[config.mk]
export PLATFORM = sky130hd
export DESIGN_NAME = deadband_midi_cc_encoder_unit
export DESIGN_NICKNAME = d
export VERILOG_FILES = /design/src/hw/rtl/dmce_pkg.sv /design/src/hw/rtl/dmce_state_mem.sv /design/src/hw/rtl/dmce_msg_ser.sv /design/src/hw/rtl/deadband_midi_cc_encoder_unit.sv
export SDC_FILE = /design/constraint.sdc
export NUM_CORES = 1
export LEC_CHECK = 0
export BUFFER_PORTS_ARGS = -buffer_cell sky130_fd_sc_hd__buf_4
export CAP_MARGIN = 10
export CORE_MARGIN = 10
export CORE_UTILIZATION = 56
export DETAILED_ROUTE_END_ITERATION = 10
export GPL_TIMING_DRIVEN = 0
export PLACE_DENSITY = 0.72
export SYNTH_ARGS = -nofsm -noshare
export SYNTH_HDL_FRONTEND = slang
export SYNTH_SLANG_ARGS = --single-unit
[constraint.sdc]
create_clock -name clock -period 6.4 [get_ports clock]
set_clock_uncertainty 0.2 [all_clocks]
set_input_delay 0.32 -clock clock [delete_from_list [all_inputs] [get_ports clock]]
set_output_delay 0.32 -clock clock [all_outputs]
set_load 0.005 [all_outputs]
[src/hw/rtl/dmce_pkg.sv]
// Shared types, constants and the value scaling function of the deadband
// MIDI control change encoder. No dependencies.
package dmce_pkg;

   localparam int NUM_CHANNELS = 12;
   localparam int CH_W         = 4;
   localparam int SAMPLE_W     = 12;
   localparam int STORE_W      = 13;
   localparam int BYTE_W       = 8;
   localparam int VALUE_W      = 7;
   localparam int PROD_W       = 19;
   localparam int CH_IDX_W     = (NUM_CHANNELS > 1) ? $clog2(NUM_CHANNELS) : 1;
   localparam int CSR_ADDR_W   = 1;
   localparam int CSR_DATA_W   = 12;
   localparam int SAMPLE_FULL  = 4095;

   localparam logic [CSR_ADDR_W-1:0] CSR_CHANGE_THRESHOLD = 1'd0;
   localparam logic [CSR_ADDR_W-1:0] CSR_STATUS_BYTE      = 1'd1;

   localparam logic [SAMPLE_W-1:0] THRESHOLD_RESET = 12'd100;
   localparam logic [BYTE_W-1:0]   STATUS_RESET    = 8'd176;
   localparam logic [STORE_W-1:0]  STORE_RESET     = 13'h1FFF;

   typedef struct packed {
      logic                en;
      logic [CH_IDX_W-1:0] idx;
      logic [STORE_W-1:0]  data;
   } wr_port_type;

   typedef struct packed {
      logic [BYTE_W-1:0]  status;
      logic [CH_W-1:0]    ctrl;
      logic [VALUE_W-1:0] value;
   } msg_type;

   typedef enum logic [2:0] {
      PH_STATUS = 3'b001,
      PH_CTRL   = 3'b010,
      PH_VALUE  = 3'b100
   } phase_type;

   // Computes sample * 126 / 4095 + 1. The quotient by 4095 is estimated with
   // a shift and corrected by one compare and subtract.
   function automatic logic [VALUE_W-1:0] scale_value(input logic [SAMPLE_W-1:0] s);
      logic [PROD_W-1:0]  prod;
      logic [VALUE_W-1:0] q_est;
      logic [PROD_W:0]    rem;
      prod  = {s, 7'b0} - {6'b0, s, 1'b0};
      q_est = prod[PROD_W-1:SAMPLE_W];
      rem   = {1'b0, prod} - {1'b0, q_est, 12'b0} + {13'b0, q_est};
      if (rem >= (PROD_W+1)'(SAMPLE_FULL)) begin
         q_est = q_est + 7'd1;
      end
      return q_est + 7'd1;
   endfunction

endpackage

[src/hw/rtl/dmce_state_mem.sv]
// Per-channel store of the last reported sample, with registered read,
// write-to-read forwarding and reset-valid bits. Depends on dmce_pkg.
module dmce_state_mem
   import dmce_pkg::*;
(
   input  logic                clock,
   input  logic                reset,
   input  logic                rd_en,
   input  logic [CH_IDX_W-1:0] rd_idx,
   input  wr_port_type         wr,
   output logic [STORE_W-1:0]  rd_data
);

   logic [STORE_W-1:0]      mem [NUM_CHANNELS];
   logic [NUM_CHANNELS-1:0] valid_ff;
   logic [NUM_CHANNELS-1:0] valid_in;
   logic [STORE_W-1:0]      mem_rd_ff;
   logic                    rd_valid_ff;
   logic                    fwd_ff;
   logic                    fwd_in;
   logic [STORE_W-1:0]      fwd_data_ff;

   assign fwd_in = wr.en && (wr.idx == rd_idx);

   always_comb begin
      valid_in = valid_ff;
      if (wr.en) begin
         valid_in[wr.idx] = 1'b1;
      end
   end

   always_ff @(posedge clock) begin
      if (wr.en) begin
         mem[wr.idx] <= wr.data;
      end
      if (rd_en) begin
         mem_rd_ff   <= mem[rd_idx];
         fwd_data_ff <= wr.data;
      end
   end

   always_ff @(posedge clock) begin
      if (reset) begin
         valid_ff    <= '0;
         rd_valid_ff <= 1'b0;
         fwd_ff      <= 1'b0;
      end else begin
         valid_ff <= valid_in;
         if (rd_en) begin
            rd_valid_ff <= valid_ff[rd_idx];
            fwd_ff      <= fwd_in;
         end
      end
   end

   assign rd_data = fwd_ff ? fwd_data_ff : (rd_valid_ff ? mem_rd_ff : STORE_RESET);

`ifndef SYNTHESIS
   a_wr_idx_range: assert property (@(posedge clock) disable iff (reset)
      wr.en |-> ({1'b0, wr.idx} < (CH_IDX_W+1)'(NUM_CHANNELS)))
      else $error("state write beyond channel count");
   a_wr_sets_valid: assert property (@(posedge clock) disable iff (reset)
      wr.en |=> valid_ff[$past(wr.idx)])
      else $error("written entry not marked valid");
`endif

endmodule

[src/hw/rtl/dmce_msg_ser.sv]
// Output register that sends one three-byte control change message one
// byte per item. Depends on dmce_pkg.
module dmce_msg_ser
   import dmce_pkg::*;
(
   input  logic              clock,
   input  logic              reset,
   input  logic              load,
   input  msg_type           msg,
   output logic              ready,
   output logic              rsp_valid,
   input  logic              rsp_stall,
   output logic [BYTE_W-1:0] rsp_out_byte,
   output logic              rsp_last_byte
);

   logic      valid_ff;
   logic      valid_in;
   phase_type phase_ff;
   phase_type phase_in;
   msg_type   msg_ff;
   logic      take;

   assign take  = valid_ff && !rsp_stall;
   assign ready = !valid_ff || (take && (phase_ff == PH_VALUE));

   always_comb begin
      valid_in = valid_ff;
      phase_in = phase_ff;
      if (take) begin
         unique case (phase_ff)
            PH_STATUS: phase_in = PH_CTRL;
            PH_CTRL:   phase_in = PH_VALUE;
            PH_VALUE: begin
               phase_in = PH_STATUS;
               valid_in = load;
            end
            default:   phase_in = PH_STATUS;
         endcase
      end else if (!valid_ff && load) begin
         valid_in = 1'b1;
         phase_in = PH_STATUS;
      end
   end

   always_ff @(posedge clock) begin
      if (load && ready) begin
         msg_ff <= msg;
      end
   end

   always_ff @(posedge clock) begin
      if (reset) begin
         valid_ff <= 1'b0;
         phase_ff <= PH_STATUS;
      end else begin
         valid_ff <= valid_in;
         phase_ff <= phase_in;
      end
   end

   always_comb begin
      unique case (phase_ff)
         PH_STATUS: rsp_out_byte = msg_ff.status;
         PH_CTRL:   rsp_out_byte = BYTE_W'(msg_ff.ctrl);
         PH_VALUE:  rsp_out_byte = BYTE_W'(msg_ff.value);
         default:   rsp_out_byte = msg_ff.status;
      endcase
   end

   assign rsp_valid     = valid_ff;
   assign rsp_last_byte = (phase_ff == PH_VALUE);

`ifndef SYNTHESIS
   a_load_when_ready: assert property (@(posedge clock) disable iff (reset)
      load |-> ready)
      else $error("message loaded while serializer busy");
   a_drain_after_last: assert property (@(posedge clock) disable iff (reset)
      (take && (phase_ff == PH_VALUE) && !load) |=> !rsp_valid)
      else $error("item shown after last byte with nothing loaded");
`endif

endmodule

[src/hw/rtl/deadband_midi_cc_encoder_unit.sv]
// Top level of the deadband MIDI control change encoder: input stage,
// deadband compare and scaling. Depends on dmce_pkg, dmce_state_mem, dmce_msg_ser.
//
//   Channel  Ports                                   Direction  Item
//   req      req_valid req_stall req_channel/sample  in         one sample
//   rsp      rsp_valid rsp_stall rsp_out_byte/last   out        one message byte
//   csr      csr_wr_en csr_index csr_wdata           in         one register write
//
// An item that sends no message leaves the input stage at once; a triggering item
// leaves once the output serializer takes its message, sent one byte per rsp item.
// The item is registered in the input stage, then its message in the serializer.
// Synchronous reset clears the per-channel valid bits, so every channel reads -1;
// there is no clearing pass.
// A stall on rsp holds the message and backs up into req_stall.
module deadband_midi_cc_encoder_unit
   import dmce_pkg::*;
(
   input  logic                  clock,
   input  logic                  reset,
   input  logic                  req_valid,
   output logic                  req_stall,
   input  logic [CH_W-1:0]       req_channel,
   input  logic [SAMPLE_W-1:0]   req_sample,
   output logic                  rsp_valid,
   input  logic                  rsp_stall,
   output logic [BYTE_W-1:0]     rsp_out_byte,
   output logic                  rsp_last_byte,
   input  logic                  csr_wr_en,
   input  logic [CSR_ADDR_W-1:0] csr_index,
   input  logic [CSR_DATA_W-1:0] csr_wdata
);

   logic [SAMPLE_W-1:0] threshold_ff;
   logic [BYTE_W-1:0]   status_ff;

   logic                s1_valid_ff;
   logic                s1_valid_in;
   logic                s1_range_ff;
   logic [CH_W-1:0]     s1_ch_ff;
   logic [SAMPLE_W-1:0] s1_sample_ff;

   logic                accept;
   logic                in_range;
   logic [STORE_W-1:0]  stored;
   logic signed [STORE_W:0] diff;
   logic [STORE_W:0]    diff_neg;
   logic [STORE_W-1:0]  mag;
   logic                trigger;
   logic                ser_ready;
   logic                load;
   logic                s1_adv;
   wr_port_type         wr;
   msg_type             msg;

   assign accept   = req_valid && !req_stall;
   assign in_range = {1'b0, req_channel} < (CH_W+1)'(NUM_CHANNELS);

   always_ff @(posedge clock) begin
      if (reset) begin
         threshold_ff <= THRESHOLD_RESET;
         status_ff    <= STATUS_RESET;
      end else if (csr_wr_en) begin
         unique case (csr_index)
            CSR_CHANGE_THRESHOLD: threshold_ff <= csr_wdata[SAMPLE_W-1:0];
            CSR_STATUS_BYTE:      status_ff    <= csr_wdata[BYTE_W-1:0];
            default:              threshold_ff <= threshold_ff;
         endcase
      end
   end

   dmce_state_mem u_mem (
      .clock   (clock),
      .reset   (reset),
      .rd_en   (accept && in_range),
      .rd_idx  (req_channel[CH_IDX_W-1:0]),
      .wr      (wr),
      .rd_data (stored)
   );

   assign diff     = $signed({2'b00, s1_sample_ff}) - $signed({stored[STORE_W-1], stored});
   assign diff_neg = (STORE_W+1)'(-diff);
   assign mag      = diff[STORE_W] ? diff_neg[STORE_W-1:0] : diff[STORE_W-1:0];
   assign trigger  = s1_valid_ff && s1_range_ff && (mag >= {1'b0, threshold_ff});

   assign load      = trigger && ser_ready;
   assign s1_adv    = s1_valid_ff && (!trigger || ser_ready);
   assign req_stall = s1_valid_ff && !s1_adv;

   assign wr.en   = load;
   assign wr.idx  = s1_ch_ff[CH_IDX_W-1:0];
   assign wr.data = {1'b0, s1_sample_ff};

   assign msg.status = status_ff;
   assign msg.ctrl   = s1_ch_ff;
   assign msg.value  = scale_value(s1_sample_ff);

   assign s1_valid_in = accept ? 1'b1 : (s1_adv ? 1'b0 : s1_valid_ff);

   always_ff @(posedge clock) begin
      if (accept) begin
         s1_ch_ff     <= req_channel;
         s1_sample_ff <= req_sample;
         s1_range_ff  <= in_range;
      end
   end

   always_ff @(posedge clock) begin
      if (reset) begin
         s1_valid_ff <= 1'b0;
      end else begin
         s1_valid_ff <= s1_valid_in;
      end
   end

   dmce_msg_ser u_ser (
      .clock         (clock),
      .reset         (reset),
      .load          (load),
      .msg           (msg),
      .ready         (ser_ready),
      .rsp_valid     (rsp_valid),
      .rsp_stall     (rsp_stall),
      .rsp_out_byte  (rsp_out_byte),
      .rsp_last_byte (rsp_last_byte)
   );

`ifndef SYNTHESIS
   a_write_in_range: assert property (@(posedge clock) disable iff (reset)
      wr.en |-> (s1_valid_ff && s1_range_ff))
      else $error("state written for an ignored item");
   a_stall_needs_item: assert property (@(posedge clock) disable iff (reset)
      !s1_valid_ff |-> !req_stall)
      else $error("input stalled with an empty stage");
`endif

endmodule
* Word-level counts from Yosys, hierarchy flattened *
Memory sizes are Yosys's and may differ from the RTL's. A register that Yosys moved wholly into a read port is not among the register bits.
Index checks and enable logic that the tools add are counted.

word-level totals
  memories kept = 1
  output and inout bits = 11
  bits in writable memories = 144
  bits in registers = 100

cells by class
  magnitude comparators = 6
  eq/ne operators = 5
  bitwise logic cells = 2
  reduce and logical (&&, ||, !) cells = 25
  add/sub/neg operators = 7
  mux-type cells = 19

memories
  name       words  width  rd ports  clocked after memory_dff  wr ports  RTL line              text
  u_mem.mem  12     12     1         1                         1         dmce_state_mem.sv:14  logic [STORE_W-1:0] mem [NUM_CHANNELS];

operators by type and width
  operator                count
  $mux W13                3
  $add A20 B7 Y20         1
  $ge A20 B12 Y1 const B  1
  $sub A19 B19 Y20        1
  $sub A19 B13 Y19        1
  $pmux W8 S2             1
  $add A7 B1 Y7 const B   2
  $sub A13 B13 Y14        1
  $ge A13 B12 Y1          1
  $logic_and A1 B1 Y1     13
  $neg A13 Y13            1
  $or A12 B12 Y12         1
  $lt A4 B5 Y1 const B    2
  $mux W1                 9
  $mux W7                 1
  $mux W3                 2
  $pmux W3 S2             1
  $reduce_and A2 Y1       3
  $logic_not A1 Y1        5
  $bmux W1 S4             1
  $demux W1 S4            1
  $eq A4 B4 Y1            1
  $ge A4 B1 Y1 const B    1
  $lt A4 B4 Y1 const B    1
  other kinds (7)         9

* Logic depth before layout (Yosys ltp) *
  depth in word-level cells = 15
  gate-level depth with buffers = 26
  depth with buffers taken out = 26

* By module *
A second synthesis with hierarchy kept.

second synthesis, totals
  cell total of the unflattened synthesis = 986
  area, all modules = 12499.5 µm²

modules (own cells, without submodules)
  module                         seq. area each (µm²)  instances  cells each  area an instance (µm²)
  dmce_state_mem                 5745.5                1          399         7472.2
  deadband_midi_cc_encoder_unit  930.9                 1          501         3966.3
  dmce_msg_ser                   650.6                 1          86          1061.0

* Least setup slack after synthesis *
OpenSTA, ideal clock, no wires.

  path type = register -> register
  start = reg u_mem.fwd_ff
  end = mem u_mem.mem[8][0] (netlist name), enable pin
  clock period less this slack = 6.879 ns
  cell stages (with the launch flop) = 27
  buffers on the path = 3
  arrival time = 6.283 ns
  required time = 5.804 ns
  setup slack = -0.479 ns
  path through = dfxtp_1 > inv_1 > nand2_1 > clkbuf_1 > o22ai_1 > ha_1 > buf_6 > a21o_1 > a221o_1 > or3_1 > o221a_4 > or3_1 > clkbuf_1 > nor2_1 > xor2_1 > ha_1 > and4_1 > a311oi_1 > nor3_1 > a211oi_1 > a31oi_1 > nor2_1 > a2111o_1 > nand2b_4 > inv_1 > nand3_2 > nor3_1

between the ends
  longest elaborated chain between the ends = 9

ends and longest elaborated chain
  item                               RTL line                             text
  start: declaration                 dmce_state_mem.sv:19                 logic fwd_ff;
  start signal: assignment           dmce_state_mem.sv:51                 fwd_ff <= fwd_in;
  $mux W13 (*)                       dmce_state_mem.sv:56                 assign rd_data = fwd_ff ? fwd_data_ff : (rd_valid_ff ? mem_rd_ff : STORE_RESET);
  $sub A13 B13 Y14 (*)               deadband_midi_cc_encoder_unit.sv:80  assign diff = $signed({2'b00, s1_sample_ff}) - $signed({stored[STORE_W-1], stored});
  $neg A13 Y13                       deadband_midi_cc_encoder_unit.sv:81  assign diff_neg = (STORE_W+1)'(-diff);
  $mux W13 (*)                       deadband_midi_cc_encoder_unit.sv:82  assign mag = diff[STORE_W] ? diff_neg[STORE_W-1:0] : diff[STORE_W-1:0];
  $ge A13 B12 Y1 (*)                 deadband_midi_cc_encoder_unit.sv:83  assign trigger = s1_valid_ff && s1_range_ff && (mag >= {1'b0, threshold_ff});
  $logic_and A1 B1 Y1 (*)            deadband_midi_cc_encoder_unit.sv:83
  $logic_and A1 B1 Y1 (*)            deadband_midi_cc_encoder_unit.sv:85  assign load = trigger && ser_ready;
  via load                           deadband_midi_cc_encoder_unit.sv:50  logic load;
  $mux W1 (*)                        dmce_state_mem.sv:33                 if (wr.en) begin
  $mux W1 (implied by the code) (*)  dmce_state_mem.sv:34                 mem[wr.idx] <= wr.data;
  end: declaration                   dmce_state_mem.sv:14

Mark *: on every way through the listed nets, which the timed path passes. The rest lies on a longest branch.

* Worst setup path in the final report *
  start = reg u_mem.fwd_ff
  end = mem u_mem.mem[0][7] (netlist name), enable pin

between the ends
  longest elaborated chain between the ends = 9

ends and longest elaborated chain
  item                               RTL line
  $mux W13 (*)                       dmce_state_mem.sv:56
  $sub A13 B13 Y14 (*)               deadband_midi_cc_encoder_unit.sv:80
  $neg A13 Y13                       deadband_midi_cc_encoder_unit.sv:81
  $mux W13 (*)                       deadband_midi_cc_encoder_unit.sv:82
  $ge A13 B12 Y1 (*)                 deadband_midi_cc_encoder_unit.sv:83
  $logic_and A1 B1 Y1 (*)            deadband_midi_cc_encoder_unit.sv:83
  $logic_and A1 B1 Y1 (*)            deadband_midi_cc_encoder_unit.sv:85
  $mux W1 (*)                        dmce_state_mem.sv:33
  $mux W1 (implied by the code) (*)  dmce_state_mem.sv:34

Mark *: on every way between the ends. The rest lies on a longest branch, timed or not.

==> flow_summary.yaml <==
clock_tree:
  cts_tree: "built"
  insertion_delay_ns: 0.54
  cts-buffers-inserted: 25
  root_buffer: "clkbuf_16"
  h-tree-depth: 1
  clkTransAtPathRegs_ns: 0.06
  cts.sinks: 243
  clock_path_buffers: 3
detailed_routing:
  drt-vias-per-instance: 5.92
  wl_per_cell_um: 20.2
  drtIter0Drc: 722
  first_pass_iters: 5
  finalWirelength_um: 28200
  final_antenna_net_count: 0
  drc: 0
  vias: 8280
setup_path:
  crit_fanout: 10
  crit_required_ns: 6.46
  ff2ff_setup_slack_ns: 0.08
  critPathCaptureType: "flop"
  start_kind: "flop"
  crit_type: "reg2reg"
  crit_arrival_ns: 6.38
cells_and_area:
  layout_commonest_cell: "edfxtp_1"
  num-nets-final: 1191
  finalInstanceArea_um2: 14700
  final_util_pct: 69.8
  drive_above_1_share_pct: 22.4
  n_antenna_cell: 0
  syn_to_final_growth_pct: 22.5
  layout_common_cells: "edfxtp_1 (204), buf_4 (90), nand2_1 (86), inv_1 (60), a21oi_1 (51)"
yosys:
  synth_area_um2: 12000
  synth_seq_cells: 243
  synth_nets: 1028
  syn_area_per_cell_um2: 12.7
  synth-main-ff-cell: "edfxtp_1"
  synth_cell_types: 69
  synth.yosys.seq_area_share_pct: 57.5
  synth_warnings: 0
  postSynthCellCount: 943
  synth-edff-count: 204
  async_flop_share_pct: 0
pwr:
  peakVddDrop_mv: 0.191
  p_per_area_nw_per_um2: 262
  p_leak_uw: 0.00534
die:
  io_pins: 45
  die_h_um: 166
  fp.dieW_um: 166
  start_util_pct: 57.0
  num_rows: 53
  die_area_um2: 27700
  core_area_um2: 21100
global_route:
  grt_pass1_vias: 8012
  grtUsageTotal_pct: 19.3
  gr-total-overflow: 0
  antenna_found_initial: 3
  grt_pass1_wl_um: 43700
  grt_max_degree: 27
placed_design:
  io_buffers: 44
  dpl.hpwl_um: 17600
  gp_congestion: 0.855
  place_area_um2: 12700
sta:
  period_share_pct: 98.7
  final_hold_viol_count: 0
  fin_crit_ns: 6.32
  max_clock_freq_mhz: 158
  max_slew_margin_pct: 39.8
  drv_slew: 0
  finalSetupViolCount: 0
  max_slew.worst_pin.slew_ns: 0.903
job:
  cap_violations: 0
outcome:
  run_status: "completed"
min_path:
  hp-class: "in2reg"
==> synthesized netlist by cell type, types with 3 or more instances <==
library cell	instances	area share [%]
o31ai_1	5	0.31
a21o_1	11	0.69
o2111ai_1	4	0.29
buf_1	6	0.19
nand2_1	87	2.7
buf_6	3	0.28
nor2_2	3	0.16
nand2b_1	9	0.47
o22a_1	5	0.36
nand3_1	11	0.46
nor4_1	6	0.31
clkbuf_1	26	0.81
a21oi_1	53	2.2
nand3b_1	5	0.31
o211ai_1	8	0.50
xor2_1	17	1.2
edfxtp_1	204	51
a211o_1	7	0.51
nor3_1	16	0.67
or3_1	12	0.63
a22o_1	6	0.44
nor2b_1	6	0.31
dfxtp_1	39	6.5
buf_2	3	0.12
a211oi_1	10	0.63
nor2_1	47	1.5
mux2i_1	16	1.3
and3_1	4	0.21
inv_1	64	2.0
or2_2	6	0.31
o22ai_2	8	0.83
mux4_2	39	7.3
and2_1	4	0.21
ha_1	49	5.1
xnor2_1	33	2.4
a2111oi_0	4	0.29
o21ai_0	38	1.6
nor3b_1	3	0.19
o22ai_1	25	1.3
a31oi_1	3	0.16
o21a_1	6	0.38
==> path summary, 6_finish.rpt <==
check / start / endpoint / depth (start not counted)
setup / recovery: u_mem.fwd_ff$_SDFFE_PP0P_ / u_mem.mem[0][7]$_DFFE_PP_ / 26
hold / removal: csr_index / threshold_ff[2]$_SDFFE_PP1P_ / 4
setup reg to reg: u_mem.fwd_ff$_SDFFE_PP0P_ / u_mem.mem[0][7]$_DFFE_PP_ / 26
hold reg to reg: status_ff[1]$_SDFFE_PP0P_ / u_ser.msg_ff[12]$_DFFE_PP_ / 0
==> stage by stage <==
stage	TNS, ns	cells	total power [uW]	worst slack, ns	hold slack [ns]
global route	-4.05	1398	4020	-0.128	0.0382
global placement	-156.06	1262	2440	-1.28	0.230
finish	0	1398	3860	0.0813	0.00710
floorplan	-7.00	943	2290	-0.160	0.208
detailed placement	-152.82	1262	2460	-1.29	0.215
CTS	-0.00567	1364	3800	-0.00362	0.000691
==> critical path, stage by stage (launching register included) <==
cell	delay (ns)
dfxtp_4	0.37
inv_4	0.05
buf_8	0.13
o22ai_2	0.16
ha_1	0.25
buf_6	0.14
a21o_1	0.17
a221o_1	0.36
or3_1	0.39
o221a_4	0.26
or3_4	0.43
nor2_4	0.12
xor2_1	0.07
ha_1	0.31
and4_1	0.20
a311oi_2	0.10
nor3_2	0.20
a211oi_2	0.08
a31oi_2	0.25
buf_4	0.16
nor4b_2	0.04
a2111o_1	0.37
nand2b_4	0.20
or3_4	0.40
buf_12	0.15
nor3_4	0.27
clkbuf_16	0.22
==> report_power, final <==
| group | internal [uW] | switching, uW | total, uW |
|---|---|---|---|
| registers | 1770 | 23.8 | 1790 |
| clock network | 747 | 580 | 1330 |
| logic | 318 | 421 | 739 |
| total | 2840 | 1030 | 3860 |
==> flip-flops by register name, indices dropped and copies added, names as in the netlist, 4 cells and up <==
name,flops
s1_ch_ff,4
s1_sample_ff,12
status_ff,8
threshold_ff,12
u_mem.fwd_data_ff,12
u_mem.mem,144
u_mem.mem_rd_ff,12
u_mem.valid_ff,12
u_ser.msg_ff,19
==> routing by layer <==
layer	vias up	share of wire, %	GRT usage [%]	routed length, um
met3	49	6.8	2.21	1920
li1	3896	-	-	-
met2	264	50	32.8	14200
met4	2	2.1	5.08	580
met1	4069	41	25.6	11500
met5	-	0.039	0	11
==> cell type report <==
cell class | instances | area [um^2]
timing repair buffer | 137 | 1290
clock buffer | 35 | 684
timing repair inverter | 2 | 12.5
tap | 275 | 344
inverter | 65 | 254
multi-input combinational | 597 | 4980
fill | 1406 | 6370
sequential | 243 | 6910
buffer | 35 | 186
clock inverter | 9 | 57.6
==> cells by family (layout without fill, tap and decap cells) <==
family / count (synthesis) / count (layout) / synth area share, %
AO/OA/AOI/OAI: 208 / 208 / 11.7
XOR/XNOR: 50 / 50 / 3.65
adder cells (fa/ha/maj): 51 / 51 / 5.44
buffers and inverters: 103 / 283 / 3.44
flip-flops: 243 / 243 / 57.5
multiplexers: 55 / 55 / 8.65
AND/OR/NAND/NOR: 233 / 233 / 9.61
==> repair_timing <==
action / CTS / global route
gates cloned: 1 / 3
hold endpoints to repair: 44 / 0
pin swaps: 10 / 21
endpoints found under the setup margin: 218 / 204
setup buffers: 24 / 33
resized for setup: 32 / 42
hold buffers: 34 / 0
Power figures use the tool's default switching activity.
